--- src/rtl/core/wsfu_pkg.sv ---
// Package for the frame unmasker core: transfer payload types, header constants.
// No dependencies; used by every file in rtl/core.
package wsfu_pkg;

	// Frame header constants
	localparam logic [7:0] FRAME_TEXT_FIN = 8'h81;
	localparam logic [7:0] MASK_BIT       = 8'h80;
	localparam logic [6:0] LEN7_EXT16     = 7'h7E;
	localparam logic [6:0] LEN7_EXT64     = 7'h7F;

	// Extended-length byte counts
	localparam logic [3:0] EXT16_BYTES = 4'd2;
	localparam logic [3:0] EXT64_BYTES = 4'd8;
	localparam logic [3:0] MASK_BYTES  = 4'd4;

	typedef struct packed {
		logic [7:0] data_byte;
		logic       last_byte;
	} in_item_t;

	typedef struct packed {
		logic [7:0] payload_byte;
		logic       has_data;
		logic       end_of_packet;
	} out_item_t;

	// Handshake between the input stage and the step unit
	typedef struct packed {
		logic valid;
		logic advance;
	} stage_ctl_t;

endpackage

--- src/rtl/core/wsfu_step.sv ---
// Frame parser and unmasking step with its result register.
// Depends on wsfu_pkg.
module wsfu_step (
	input  logic               clk,
	input  logic               arst_n,
	input  wsfu_pkg::in_item_t item_s1,
	input  logic               valid_s1,
	output logic               advance_s1,
	output wsfu_pkg::out_item_t result,
	output logic               result_valid,
	input  logic               result_ready
);

	typedef enum logic [2:0] {
		PH_FIRST   = 3'd0,
		PH_SECOND  = 3'd1,
		PH_EXTLEN  = 3'd2,
		PH_MASK    = 3'd3,
		PH_PAYLOAD = 3'd4,
		PH_DROP    = 3'd5
	} phase_t;

	phase_t              phase_q, phase_nxt;
	logic [3:0]          hdr_cnt_q, hdr_cnt_nxt, hdr_cnt_dec, hdr_cnt_inc;
	logic [31:0]         mask_key_q, mask_key_nxt;
	logic [1:0]          pay_idx_q, pay_idx_nxt;
	wsfu_pkg::out_item_t res_q, res_nxt;
	logic                res_valid_q;
	logic                emit;
	logic                can_load;
	logic [7:0]          key_byte;

	assign can_load   = !res_valid_q || result_ready;
	assign advance_s1 = valid_s1 && can_load;

	assign hdr_cnt_dec = hdr_cnt_q - 4'd1;
	assign hdr_cnt_inc = hdr_cnt_q + 4'd1;
	assign key_byte    = mask_key_q[{pay_idx_q, 3'b000} +: 8];

	always_comb begin
		phase_nxt    = phase_q;
		hdr_cnt_nxt  = hdr_cnt_q;
		mask_key_nxt = mask_key_q;
		pay_idx_nxt  = pay_idx_q;
		res_nxt      = '0;
		case (phase_q)
			PH_FIRST: begin
				phase_nxt   = (item_s1.data_byte == wsfu_pkg::FRAME_TEXT_FIN) ?
					PH_SECOND : PH_DROP;
				hdr_cnt_nxt = '0;
				pay_idx_nxt = '0;
			end
			PH_SECOND: begin
				if ((item_s1.data_byte & wsfu_pkg::MASK_BIT) == 8'h00) begin
					phase_nxt = PH_DROP;
				end else if (item_s1.data_byte[6:0] == wsfu_pkg::LEN7_EXT16) begin
					phase_nxt   = PH_EXTLEN;
					hdr_cnt_nxt = wsfu_pkg::EXT16_BYTES;
				end else if (item_s1.data_byte[6:0] == wsfu_pkg::LEN7_EXT64) begin
					phase_nxt   = PH_EXTLEN;
					hdr_cnt_nxt = wsfu_pkg::EXT64_BYTES;
				end else begin
					phase_nxt   = PH_MASK;
					hdr_cnt_nxt = '0;
				end
			end
			PH_EXTLEN: begin
				hdr_cnt_nxt = hdr_cnt_dec;
				if (hdr_cnt_dec == 4'd0) begin
					phase_nxt = PH_MASK;
				end
			end
			PH_MASK: begin
				mask_key_nxt[{hdr_cnt_q[1:0], 3'b000} +: 8] = item_s1.data_byte;
				hdr_cnt_nxt = hdr_cnt_inc;
				if (hdr_cnt_inc >= wsfu_pkg::MASK_BYTES) begin
					phase_nxt   = PH_PAYLOAD;
					hdr_cnt_nxt = '0;
					pay_idx_nxt = '0;
				end
			end
			PH_PAYLOAD: begin
				res_nxt.payload_byte = item_s1.data_byte ^ key_byte;
				res_nxt.has_data     = 1'b1;
				pay_idx_nxt          = pay_idx_q + 2'd1;
			end
			default: begin
				// drop until the end of the buffer
			end
		endcase
		res_nxt.end_of_packet = item_s1.last_byte;
		// restart on the buffer's last byte; the key is rewritten before reuse
		if (item_s1.last_byte) begin
			phase_nxt   = PH_FIRST;
			hdr_cnt_nxt = '0;
			pay_idx_nxt = '0;
		end
	end

	assign emit = res_nxt.has_data || item_s1.last_byte;

	always_ff @(posedge clk or negedge arst_n) begin
		if (!arst_n) begin
			phase_q     <= PH_FIRST;
			hdr_cnt_q   <= '0;
			mask_key_q  <= '0;
			pay_idx_q   <= '0;
			res_valid_q <= 1'b0;
			res_q       <= '0;
		end else begin
			if (advance_s1) begin
				phase_q    <= phase_nxt;
				hdr_cnt_q  <= hdr_cnt_nxt;
				mask_key_q <= mask_key_nxt;
				pay_idx_q  <= pay_idx_nxt;
			end
			if (can_load) begin
				res_valid_q <= advance_s1 && emit;
			end
			if (advance_s1 && emit) begin
				res_q <= res_nxt;
			end
		end
	end

	assign result       = res_q;
	assign result_valid = res_valid_q;

endmodule

--- src/rtl/core/websocket_frame_unmasker_core.sv ---
// Top level of the frame unmasker: input register plus the parse/unmask step.
// Depends on wsfu_pkg and wsfu_step.
//
//   channel | direction | payload type          | handshake
//   item    | in        | wsfu_pkg::in_item_t   | item_valid / item_ready
//   result  | out       | wsfu_pkg::out_item_t  | result_valid / result_ready
//
// One byte per clock sustained while results are taken. A byte's result passes
// through the input register and then the result register before it can
// transfer out.
// Header bytes that are not a buffer's last byte give no result.
// Reset (arst_n low) returns to waiting for a first header byte.
// A stalled result holds the result register; one more byte waits in the input
// register, then item_ready drops until the result is taken.
module websocket_frame_unmasker_core (
	input  logic                clk,
	input  logic                arst_n,
	input  logic                item_valid,
	output logic                item_ready,
	input  wsfu_pkg::in_item_t  item,
	output logic                result_valid,
	input  logic                result_ready,
	output wsfu_pkg::out_item_t result
);

	wsfu_pkg::in_item_t  item_s1;
	wsfu_pkg::stage_ctl_t ctl_s1;
	logic                valid_s1;
	logic                advance_s1;

	assign ctl_s1.valid   = valid_s1;
	assign ctl_s1.advance = advance_s1;

	// Accept when the input register is empty or drains this cycle
	assign item_ready = !ctl_s1.valid || ctl_s1.advance;

	always_ff @(posedge clk or negedge arst_n) begin
		if (!arst_n) begin
			valid_s1 <= 1'b0;
			item_s1  <= '0;
		end else begin
			if (item_valid && item_ready) begin
				// take the new transfer
				valid_s1 <= 1'b1;
				item_s1  <= item;
			end else if (ctl_s1.advance) begin
				// drain
				valid_s1 <= 1'b0;
			end
		end
	end

	wsfu_step u_step (
		.clk          (clk),
		.arst_n       (arst_n),
		.item_s1      (item_s1),
		.valid_s1     (ctl_s1.valid),
		.advance_s1   (advance_s1),
		.result       (result),
		.result_valid (result_valid),
		.result_ready (result_ready)
	);

endmodule

--- config.mk ---
export PLATFORM = sky130hd
export DESIGN_NAME = websocket_frame_unmasker_core
export DESIGN_NICKNAME = d
export VERILOG_FILES = /design/src/rtl/core/wsfu_pkg.sv /design/src/rtl/core/wsfu_step.sv /design/src/rtl/core/websocket_frame_unmasker_core.sv
export SDC_FILE = /design/constraint.sdc
export NUM_CORES = 1
export LEC_CHECK = 0
export BUFFER_PORTS_ARGS = -buffer_cell sky130_fd_sc_hd__buf_4
export CORE_ASPECT_RATIO = 1.75
export CORE_MARGIN = 4
export CORE_UTILIZATION = 60
export CTS_CLUSTER_SIZE = 16
export DETAILED_ROUTE_END_ITERATION = 16
export GPL_ROUTABILITY_DRIVEN = 0
export PLACE_DENSITY_LB_ADDON = 0.1
export SLEW_MARGIN = 5
export SYNTH_ARGS = -nofsm -noshare
export SYNTH_HDL_FRONTEND = slang
export SYNTH_SLANG_ARGS = --single-unit
export TNS_END_PERCENT = 100
--- constraint.sdc ---
create_clock -name clk -period 2.3 [get_ports clk]
set_input_delay 0.69 -clock clk [delete_from_list [all_inputs] [get_ports clk]]
set_output_delay 0.69 -clock clk [all_outputs]
set_load 0.05 [all_outputs]
# ---- Word level (Yosys, flattened, before mapping)
# Cells that the tools add are included.
dict set report totals {
  regBits 62
  inputBits 13
  out_inout_bits 12
}
dict set report op_classes {
  n_addsub 4
  order_cmp 1
  eq_ne 10
  n_shift 3
  n_mux 21
  bitwise_logic 1
  n_reduce_logical 18
}
# operator count
set op_table {}
lappend op_table {{32-bit bitwise mux} 1}
lappend op_table {{8-bit by 7-bit variable shift with 32-bit output, first input constant} 1}
lappend op_table {{32-bit by 6-bit indexed part select with 8-bit output} 1}
lappend op_table {{8-bit by 7-bit indexed part select with 32-bit output} 1}
lappend op_table {{4-bit two-way mux} 5}
lappend op_table {{3-bit two-way mux} 6}
lappend op_table {{4-bit case mux with 4 select lines} 1}
lappend op_table {{7-bit == test, second input constant} 2}
lappend op_table {{3-bit case mux with 4 select lines} 1}
lappend op_table {{9-bit two-way mux} 1}
lappend op_table {{8-bit == test, second input constant} 1}
lappend op_table {{8-bit logical NOT} 1}
lappend op_table {{8-bit bitwise XOR} 1}
lappend op_table {{5-bit negator with 7-bit output} 1}
lappend op_table {{3-bit by 2-bit == test with 1-bit output, second input constant} 2}
lappend op_table {{3-bit by 2-bit != test with 1-bit output, second input constant} 2}
lappend op_table {{2-bit case mux with 3 select lines} 1}
lappend op_table {{3-bit AND reduction} 2}
lappend op_table {{5-bit nonzero test} 1}
lappend op_table {{4-bit by 1-bit adder with 4-bit output, second input constant} 1}
lappend op_table {{4-bit by 3-bit greater-or-equal comparator with 1-bit output, second input constant} 1}
lappend op_table {{4-bit logical NOT} 1}
lappend op_table {{2-bit two-way mux} 2}
lappend op_table {{4-bit AND reduction} 1}
lappend op_table {{other kinds (13)} 20}

# ---- Longest topological paths before layout
# Gate-level depths: netlist of run 1.
dict set report logic_depth {
  depth_word 6
  depth_mapped 8
  ltp_nobuf 6
}

# ---- By module
# From an unflattened synthesis of run 1, not the netlist that was laid out.
dict set report hier_totals {
  cells_unflattened 327
  area_unflattened_um2 3259.4
}
# module n_inst cells_each area_each_um2 seq_area_each_um2
set by_module_without_submodules {}
lappend by_module_without_submodules {wsfu_step 1 305 2834.0 1301.2}
lappend by_module_without_submodules {websocket_frame_unmasker_core 1 22 425.4 250.2}

# ---- Worst setup path after synthesis of run 1
# Ideal clock, no wire load.
dict set report synth_timing {
  path_kind {input to register}
  startpoint {in result_ready}
  endpoint {reg item_s1[0] (netlist name)}
  setup_ns 0.125
  t_arrival_ns 1.998
  required_time_ns 2.175
  slack_ns 0.178
  path_stages 3
  n_path_buf 0
  path_cell_list {nand3b_1 -> nand2_1 -> mux2_2}
}
dict set report synth_between {
  elab_chain_len 4
}
# item line_no
set synth_rtl {}
lappend synth_rtl {{start, declared} websocket_frame_unmasker_core.sv:22} ;# input logic result_ready,
lappend synth_rtl {{1-bit logical OR} wsfu_step.sv:33} ;# assign can_load = !res_valid_q || result_ready;
lappend synth_rtl {{1-bit logical AND} wsfu_step.sv:34} ;# assign advance_s1 = valid_s1 && can_load;
lappend synth_rtl {{1-bit logical OR} websocket_frame_unmasker_core.sv:35} ;# assign item_ready = !ctl_s1.valid || ctl_s1.advance;
lappend synth_rtl {{1-bit logical AND} websocket_frame_unmasker_core.sv:42} ;# if (item_valid && item_ready) begin
# No other way between the ends.
# A chain may end at the register's enable or synchronous reset.

# ---- Worst setup path in the final report of run 1
dict set report layout_timing {
  startpoint {reg valid_s1}
  endpoint {out item_ready}
}
dict set report layout_between {
  elab_chain_len 2
}
# item line_no
set layout_rtl {}
lappend layout_rtl {{start, declared} websocket_frame_unmasker_core.sv:28} ;# logic valid_s1;
lappend layout_rtl {{start signal, assigned} websocket_frame_unmasker_core.sv:39} ;# valid_s1 <= 1'b0;
lappend layout_rtl {{start signal, assigned} websocket_frame_unmasker_core.sv:44} ;# valid_s1 <= 1'b1;
lappend layout_rtl {{start signal, assigned} websocket_frame_unmasker_core.sv:48} ;# valid_s1 <= 1'b0;
lappend layout_rtl {{1-bit logical NOT / 1-bit logical AND (equally long branches)} {websocket_frame_unmasker_core.sv:35, wsfu_step.sv:34}}
lappend layout_rtl {{1-bit logical OR *} websocket_frame_unmasker_core.sv:35}
lappend layout_rtl {{end, declared} websocket_frame_unmasker_core.sv:19} ;# output logic item_ready,
# Every way passes the cells marked *; elsewhere a longest branch is shown, timed or not.

==> qor.txt, run 1 <==
Clock transition at path regs: 0.06 ns
Final worst setup slack: 0.2482 ns
Port Buffer Count: 24
WL per Instance: 18.07 microns
Die area: 6720 sq um
Final TNS setup: 0 ns
Most frequent cells in the layout: 75 x nand2_1, 62 x dfrtp_1, 36 x buf_4
Synth area leaders: dfrtp_1 48%, nand2_1 8.6%, mux4_2 5.5%
Die height: 105.5 microns
Starting Density: 62.00%
Dominant synthesized flop cell: dfrtp_1
Share of layout cells above drive strength 1: 21.33%
Crit path launch type: register
Seq/Total Area, Yosys: 47.62%
Via Count: 2458
Status: finished clean
Clk root buf: clkbuf_8
Cell Area, Synth: 3258 sq um
Hold buffer count at CTS: 0
DP Wirelength: 5289 microns
Clock sink total: 62
CTS buffer count: 9
Final net count: 363
Largest net degree at the start of global routing: 63
Commonest non-fill, non-tap cell in the layout: nand2_1
Synthesis-stage register bit count: 62
EDFF count, synth: 0
Syn Nets: 339
Crit-path max FO: 14
Crit path time final: 2.052 ns
Final WL: 7266 microns
Overall routing resource usage: 23.49%
Non-filler cells, final: 402
P per Cell Area: 1240 nW/um^2
Post-synthesis cell type count: 57
Gate Count Post-Synth: 320
Hold WC Path Type: input pin to asynchronous set/reset pin
RSZ-0062 raised after global routing: no
Post-CTS repair timing setup buffer count: 0
Place WS: 0.2339 ns
Worst slew pin tran: 0.7478 ns
Ports: 25
Critical Path AT: 1.36 ns
Syn Area/Cell: 10.18 sq um
Post-synth ARST share: 100.0%
Final period util: 89.21%
Filler cell count: 412
CP endpoint kind: output port
Setup CP Type: register to output port
Iter 0 DRT Violations: 165
Max Freq: 487.4 MHz
Post-synth top area cell: dfrtp_1
# Max-Cap Violations: 0
Data required time of the worst path: 1.61 ns
Post-cts resize count: 0
Clk_lat worst skew: 0.33 ns
YS warnings: 0
Total core area: 5255 sq um
Vias in the first global route: 2444
Dpl cells: 388
GR Overflow Total: 0
Post-DRT Antenna Nets: 0
CTS tree: done
Slew Limit Fails: 0
Initial DRT Pass Iterations: 4
Initial antenna violation count: 0
Top cell type's share of synthesized area: 47.62%
Worst VDD drop: 0.0007279 V
Synth-to-Final Area Change: 12.25%
DR DRC count: 0
Final hold violation count: 0
H-tree levels: 3
Static Leakage: 1.616 nW
Antenna cell count: 0
Width of the die: 63.71 microns
Detail-routed via count per cell: 6.114
# rows: 35
Slew headroom: 50.15%
First-pass GRT wire length: 12030 microns
Final setup fails: 0
Clock Skew: 0.007303 ns
Buffer depth of the longest clock path: 2
## metrics by stage
step           area (sq um)  total power [mW]  utilization, %  hold slack (ns)
2_1_floorplan          3258             3.066               -           0.3944
3_3_place_gp           3468             3.597           66.00           0.4578
3_5_place_dp           3468             3.632           66.00           0.4667
4_1_cts                3657             4.550           69.60           0.4619
5_1_grt                3657             4.813           69.60           0.4857
6_report               3657             4.534           69.60           0.4111
## Yosys cell counts, types with 3 or more instances
cell type and number:
nand2_1 75, dfrtp_1 62, o21ai_0 19, o21ai_1 19
buf_2 18, inv_1 11, mux2_2 9, a22o_1 8
mux4_2 8, ha_1 6, xor2_1 6, a31oi_1 5
nand4_1 5, nor2_1 5, and3b_1 4, nor3b_1 4
nor2b_1 3, o2bb2ai_1 3
## cell type report
class | count | area, sq um | area share, %
inverters | 11 | 41.29 | 1.129
clock buffers | 13 | 158.9 | 4.345
multi-input cells | 224 | 1536 | 42.01
well taps | 55 | 68.82 | 1.882
repair buffers | 36 | 270.3 | 7.390
clock inverters | 1 | 30.03 | 0.8211
flip-flops and latches | 62 | 1551 | 42.42
## cells by family after synthesis
logic type / synth area share, %
compound gates: 15.44
xor+xnor: 2.151
fa+ha+maj: 2.304
buf+inv: 5.223
flops: 47.62
mux: 8.641
simple gates: 18.63
## where the power goes
| part | total [mW] | switching [mW] | internal [mW] |
|---|---|---|---|
| combinational | 1.87 | 1.07 | 0.804 |
| sequential | 1.73 | 0.381 | 1.35 |
| clock | 0.932 | 0.383 | 0.549 |
## metal layers
metal,track usage (%),vias to the layer above,wire length [microns]
met4,10.97,0,244
met2,40.24,67,3965
met3,4.264,16,316
met1,28.18,1197,2739
met5,0,-,0
li1,-,1178,-
## registers in the layout, summed over array words and instances, names as in the netlist
name,cells
item_s1,9
u_step.hdr_cnt_q,4
u_step.mask_key_q,32
u_step.pay_idx_q,2
u_step.phase_q,3
u_step.result,10
u_step.result_valid,1
valid_s1,1
## worst max-delay path, stage by stage (launching register included)
cell      delay, ns
dfrtp_1        0.61
nand3b_1       0.19
buf_4          0.23
## worst paths after layout
kind,from,endpoint,slack (ns),cells past startpoint
min reg2reg,u_step.mask_key_q[24],u_step.mask_key_q[24],0.47,2
max,valid_s1,item_ready,0.25,2
max reg2reg,u_step.hdr_cnt_q[1],u_step.phase_q[1],0.35,6
min,arst_n,u_step.mask_key_q[14],0.41,1
max in group asynchronous,arst_n,u_step.pay_idx_q[1],1.39,1
min in group clk,u_step.mask_key_q[24],u_step.mask_key_q[24],0.47,2
No activity file was read; power rests on OpenSTA's default activity.
==> inputs of run 2 (changes only) <==
--- a/config.mk
+++ b/config.mk
@@ -7,8 +7,9 @@
 export LEC_CHECK = 0
 export BUFFER_PORTS_ARGS = -buffer_cell sky130_fd_sc_hd__buf_4
 export CORE_ASPECT_RATIO = 1.75
-export CORE_MARGIN = 4
-export CORE_UTILIZATION = 60
+export CORE_MARGIN = 8
+export CORE_UTILIZATION = 61
+export CTS_BUF_LIST = sky130_fd_sc_hd__clkbuf_4
 export CTS_CLUSTER_SIZE = 16
 export DETAILED_ROUTE_END_ITERATION = 16
 export GPL_ROUTABILITY_DRIVEN = 0
==> qor.txt, run 2 (synthesis results as in run 1) <==
Dpl cells: 390
# Max-Cap Violations: 0
First-pass GRT wire length: 12940 microns
Non-filler cells, final: 407
Final hold violation count: 0
Port Buffer Count: 24
Buffer depth of the longest clock path: 2
Crit path time final: 2.175 ns
Clock Skew: 0.01318 ns
P per Cell Area: 1227 nW/um^2
Register area: 1551 sq um
Setup CP Type: register to output port
Initial antenna violation count: 1
CTS buffer count: 9
Crit-path cells: nand3b_1 > buf_4
Overall routing resource usage: 21.01%
Die height: 112.7 microns
Post-DP Area: 3483 sq um
Clock transition at path regs: 0.12 ns
RSZ-0062 raised after global routing: no
GR Overflow Total: 0
CTS tree: done
Post-cts resize count: 0
Initial DRT Pass Iterations: 4
Most frequent cells in the layout: 75 x nand2_1, 62 x dfrtp_1, 38 x buf_4
Final setup fails: 0
Status: finished clean
Design Area, Final: 3650 sq um
Final period util: 94.55%
Width of the die: 71.25 microns
Commonest non-fill, non-tap cell in the layout: nand2_1
Crit-path max FO: 14
Util after Layout: 70.04%
Ports: 25
Final TNS setup: 0 ns
Final net count: 365
Total core area: 5211 sq um
Critical Path AT: 1.48 ns
Filler cell count: 427
Crit path launch type: register
Slew Limit Fails: 0
Die area: 8028 sq um
Synth-to-Final Area Change: 12.02%
Multi-input logic area: 1536 sq um
CP max stage delay: 0.64 ns
Vias in the first global route: 2591
H-tree levels: 3
CP endpoint kind: output port
Hold buffer count at CTS: 0
Post-DRT Antenna Nets: 0
Max Freq: 459.9 MHz
Slew headroom: 49.23%
Clk_lat worst skew: 0.42 ns
# rows: 35
Max reg flops: 32
CP delay by family, top: flip-flops
Post-CTS repair timing setup buffer count: 0
Final WL: 7522 microns
Data required time of the worst path: 1.61 ns
DR DRC count: 0
Detail-routed via count per cell: 6.177
Flop2flop setup slack: 0.42 ns
DP Wirelength: 5354 microns
Worst VDD drop: 0.0007014 V
Via Count: 2514
Worst slew pin tran: 0.7616 ns
WL per Instance: 18.48 microns
Clk root buf: clkbuf_4
Reg with most FFs: u_step.mask_key_q
Overall Power: 4.479 mW
Slowest cell on the critical path: dfrtp_1
Largest net degree at the start of global routing: 63
Hold WC Path Type: input pin to asynchronous set/reset pin
Iter 0 DRT Violations: 130
Share of layout cells above drive strength 1: 22.79%
Clock sink total: 62
Crit path buffers/inverters: 1
Starting Density: 62.52%
Static Leakage: 1.619 nW
## run 2: changes by cell type in the layout (fill, tap and decap cells not counted), sizes merged
cell | before | now
bufinv | 1 | 2
clkbuf | 13 | 9
diode | 0 | 1
inv | 11 | 12
clkinv | 0 | 4
buf | 36 | 38
## run 2: report_power, final
group | internal (mW) | switching, mW | leakage, nW
Sequential | 1.35 | 0.385 | 0.819
Clock | 0.444 | 0.432 | 0.0903
Combinational | 0.810 | 1.06 | 0.709
## run 2: stage by stage
stage | hold WS [ns] | setup WS, ns
2_1_floorplan | 0.3944 | 0.1776
3_3_place_gp | 0.4563 | 0.3288
3_5_place_dp | 0.4637 | 0.2930
4_1_cts | 0.3418 | 0.1166
5_1_grt | 0.3848 | 0.05022
6_report | 0.3201 | 0.1254
## run 2: final cells by class
| class | count | area share, % |
|---|---|---|
| sequential | 62 | 42.51 |
| multi-input combinational | 224 | 42.10 |
| timing repair buffer | 38 | 7.816 |
| clock inverter | 7 | 2.640 |
| tap | 55 | 1.885 |
| clock buffer | 9 | 1.851 |
| inverter | 11 | 1.131 |
| antenna | 1 | 0.06856 |
## run 2: layer usage
metal  up-vias  wire, microns  track usage, %
li1       1195              -               -
met1      1257           2999           23.69
met2        44           3951           34.09
met3        18            290           5.000
met4         0            280           13.99
met5         -              0               0
## run 2: final timing paths
| kind | from | to | cells after the start |
|---|---|---|---|
| max in group asynchronous | arst_n | u_step.mask_key_q[27] | 1 |
| worst min register to register | u_step.mask_key_q[18] | u_step.mask_key_q[18] | 2 |
| worst max register to register | u_step.hdr_cnt_q[1] | u_step.phase_q[1] | 6 |
| min in group clk | item_valid | valid_s1 | 2 |
| worst min-delay path | arst_n | u_step.mask_key_q[9] | 1 |
| worst max-delay path | valid_s1 | item_ready | 2 |
==> inputs of run 3 (changes only) <==
--- a/config.mk
+++ b/config.mk
@@ -7,7 +7,7 @@
 export LEC_CHECK = 0
 export BUFFER_PORTS_ARGS = -buffer_cell sky130_fd_sc_hd__buf_4
 export CORE_ASPECT_RATIO = 1.75
-export CORE_MARGIN = 8
+export CORE_MARGIN = 5
 export CORE_UTILIZATION = 61
 export CTS_BUF_LIST = sky130_fd_sc_hd__clkbuf_4
 export CTS_CLUSTER_SIZE = 16
==> qor.txt, run 3 (synthesis results as in run 1) <==
Status: finished clean
Met2 usage: 39.88%
Clock sink total: 62
Crit-path max FO: 14
Routing usage on met3: 5.031%
CTS buffer count: 9
Hold WC Path Type: input pin to asynchronous set/reset pin
Crit path launch type: register
Clk root buf: clkbuf_4
RSZ-0062 raised after global routing: no
Share of layout cells above drive strength 1: 22.95%
Final net count: 367
Most frequent cells in the layout: 75 x nand2_1, 62 x dfrtp_1, 40 x buf_4
CP endpoint kind: output port
Ports: 25
# Max-Cap Violations: 0
Max Freq: 466.7 MHz
GR Overflow Total: 0
Post-DP Area: 3498 sq um
Setup CP Type: register to output port
Detail-routed via count per cell: 6.064
Crit path time final: 2.143 ns
Reg with most FFs: u_step.mask_key_q
Die height: 106.7 microns
Iter 0 DRT Violations: 128
Clock Skew: 0.01034 ns
Hold WS: 0.3652 ns
Final setup fails: 0
Final period util: 93.15%
Post-cts resize count: 0
Final TNS setup: 0 ns
# rows: 35
Largest net degree at the start of global routing: 63
P per Cell Area: 1173 nW/um^2
H-tree levels: 3
Synth-to-Final Area Change: 10.71%
GR peak layer: met2
Hold buffer count at CTS: 0
Overall routing resource usage: 23.63%
Antenna cell count: 0
M1 GR Usage: 27.69%
Data required time of the worst path: 1.61 ns
Worst VDD drop: 0.0008494 V
Static Leakage: 1.604 nW
Buffer depth of the longest clock path: 2
Post-CTS repair timing setup buffer count: 0
Max reg flops: 32
Clock transition at path regs: 0.10 ns
Final hold violation count: 0
Width of the die: 65.25 microns
DP Wirelength: 5292 microns
Critical Path AT: 1.45 ns
Slew headroom: 48.98%
Slew Limit Fails: 0
Post-DRT Antenna Nets: 0
Clk_lat worst skew: 0.40 ns
DR DRC count: 0
Commonest non-fill, non-tap cell in the layout: nand2_1
Die area: 6960 sq um
Vias in the first global route: 2533
WL per Instance: 18.02 microns
Design Area, Final: 3607 sq um
Worst-case reg-to-reg path depth: 6
Total core area: 5211 sq um
Worst slew pin tran: 0.7653 ns
First-pass GRT wire length: 12350 microns
Initial antenna violation count: 0
Starting Density: 62.52%
Initial DRT Pass Iterations: 4
Final WL: 7354 microns
CTS tree: done
Port Buffer Count: 24
Via Count: 2474
## run 3: where the power goes
part / internal [mW] / switching, mW
clock: 0.238 / 0.374
combinational: 0.824 / 1.08
sequential: 1.35 / 0.367
total: 2.41 / 1.82
## run 3: final timing paths
| path | start | endpoint | slack (ns) |
|---|---|---|---|
| worst max-delay path | valid_s1 | item_ready | 0.16 |
| worst max register to register | u_step.hdr_cnt_q[1] | u_step.phase_q[1] | 0.44 |
| worst min register to register | u_step.mask_key_q[24] | u_step.mask_key_q[24] | 0.49 |
| min in group clk | u_step.mask_key_q[24] | u_step.mask_key_q[24] | 0.49 |
| max in group asynchronous | arst_n | u_step.hdr_cnt_q[0] | 1.44 |
| worst min-delay path | arst_n | u_step.mask_key_q[3] | 0.37 |
## run 3: through the flow
stage	total power [mW]	std cells	utilization [%]	worst slack, ns
floorplan	3.066	320	-	0.1776
global placement	3.609	392	67.13	0.3125
detailed placement	3.646	392	67.13	0.2751
CTS	4.264	408	69.22	0.1472
global route	4.515	408	69.22	0.05167
finish	4.230	408	69.22	0.1574
## run 3: layer usage
metal / routed length [microns] / up-vias
li1: - / 1189
met1: 2838 / 1183
met2: 3932 / 82
met3: 335 / 20
met4: 248 / 0
met5: 0 / -
## run 3: cell type report
cell class / count / area, sq um
Clock buffer: 11 / 82.58
Clock inverter: 5 / 26.28
Fill cell: 402 / 1604
Inverter: 11 / 41.29
Multi-Input combinational cell: 224 / 1536
Sequential cell: 62 / 1551
Tap cell: 55 / 68.82
Timing Repair Buffer: 40 / 300.3
## run 3: critical path, stage by stage, from the launching register on
cell,delay [ns]
dfrtp_1,0.64
nand3b_1,0.19
buf_4,0.23
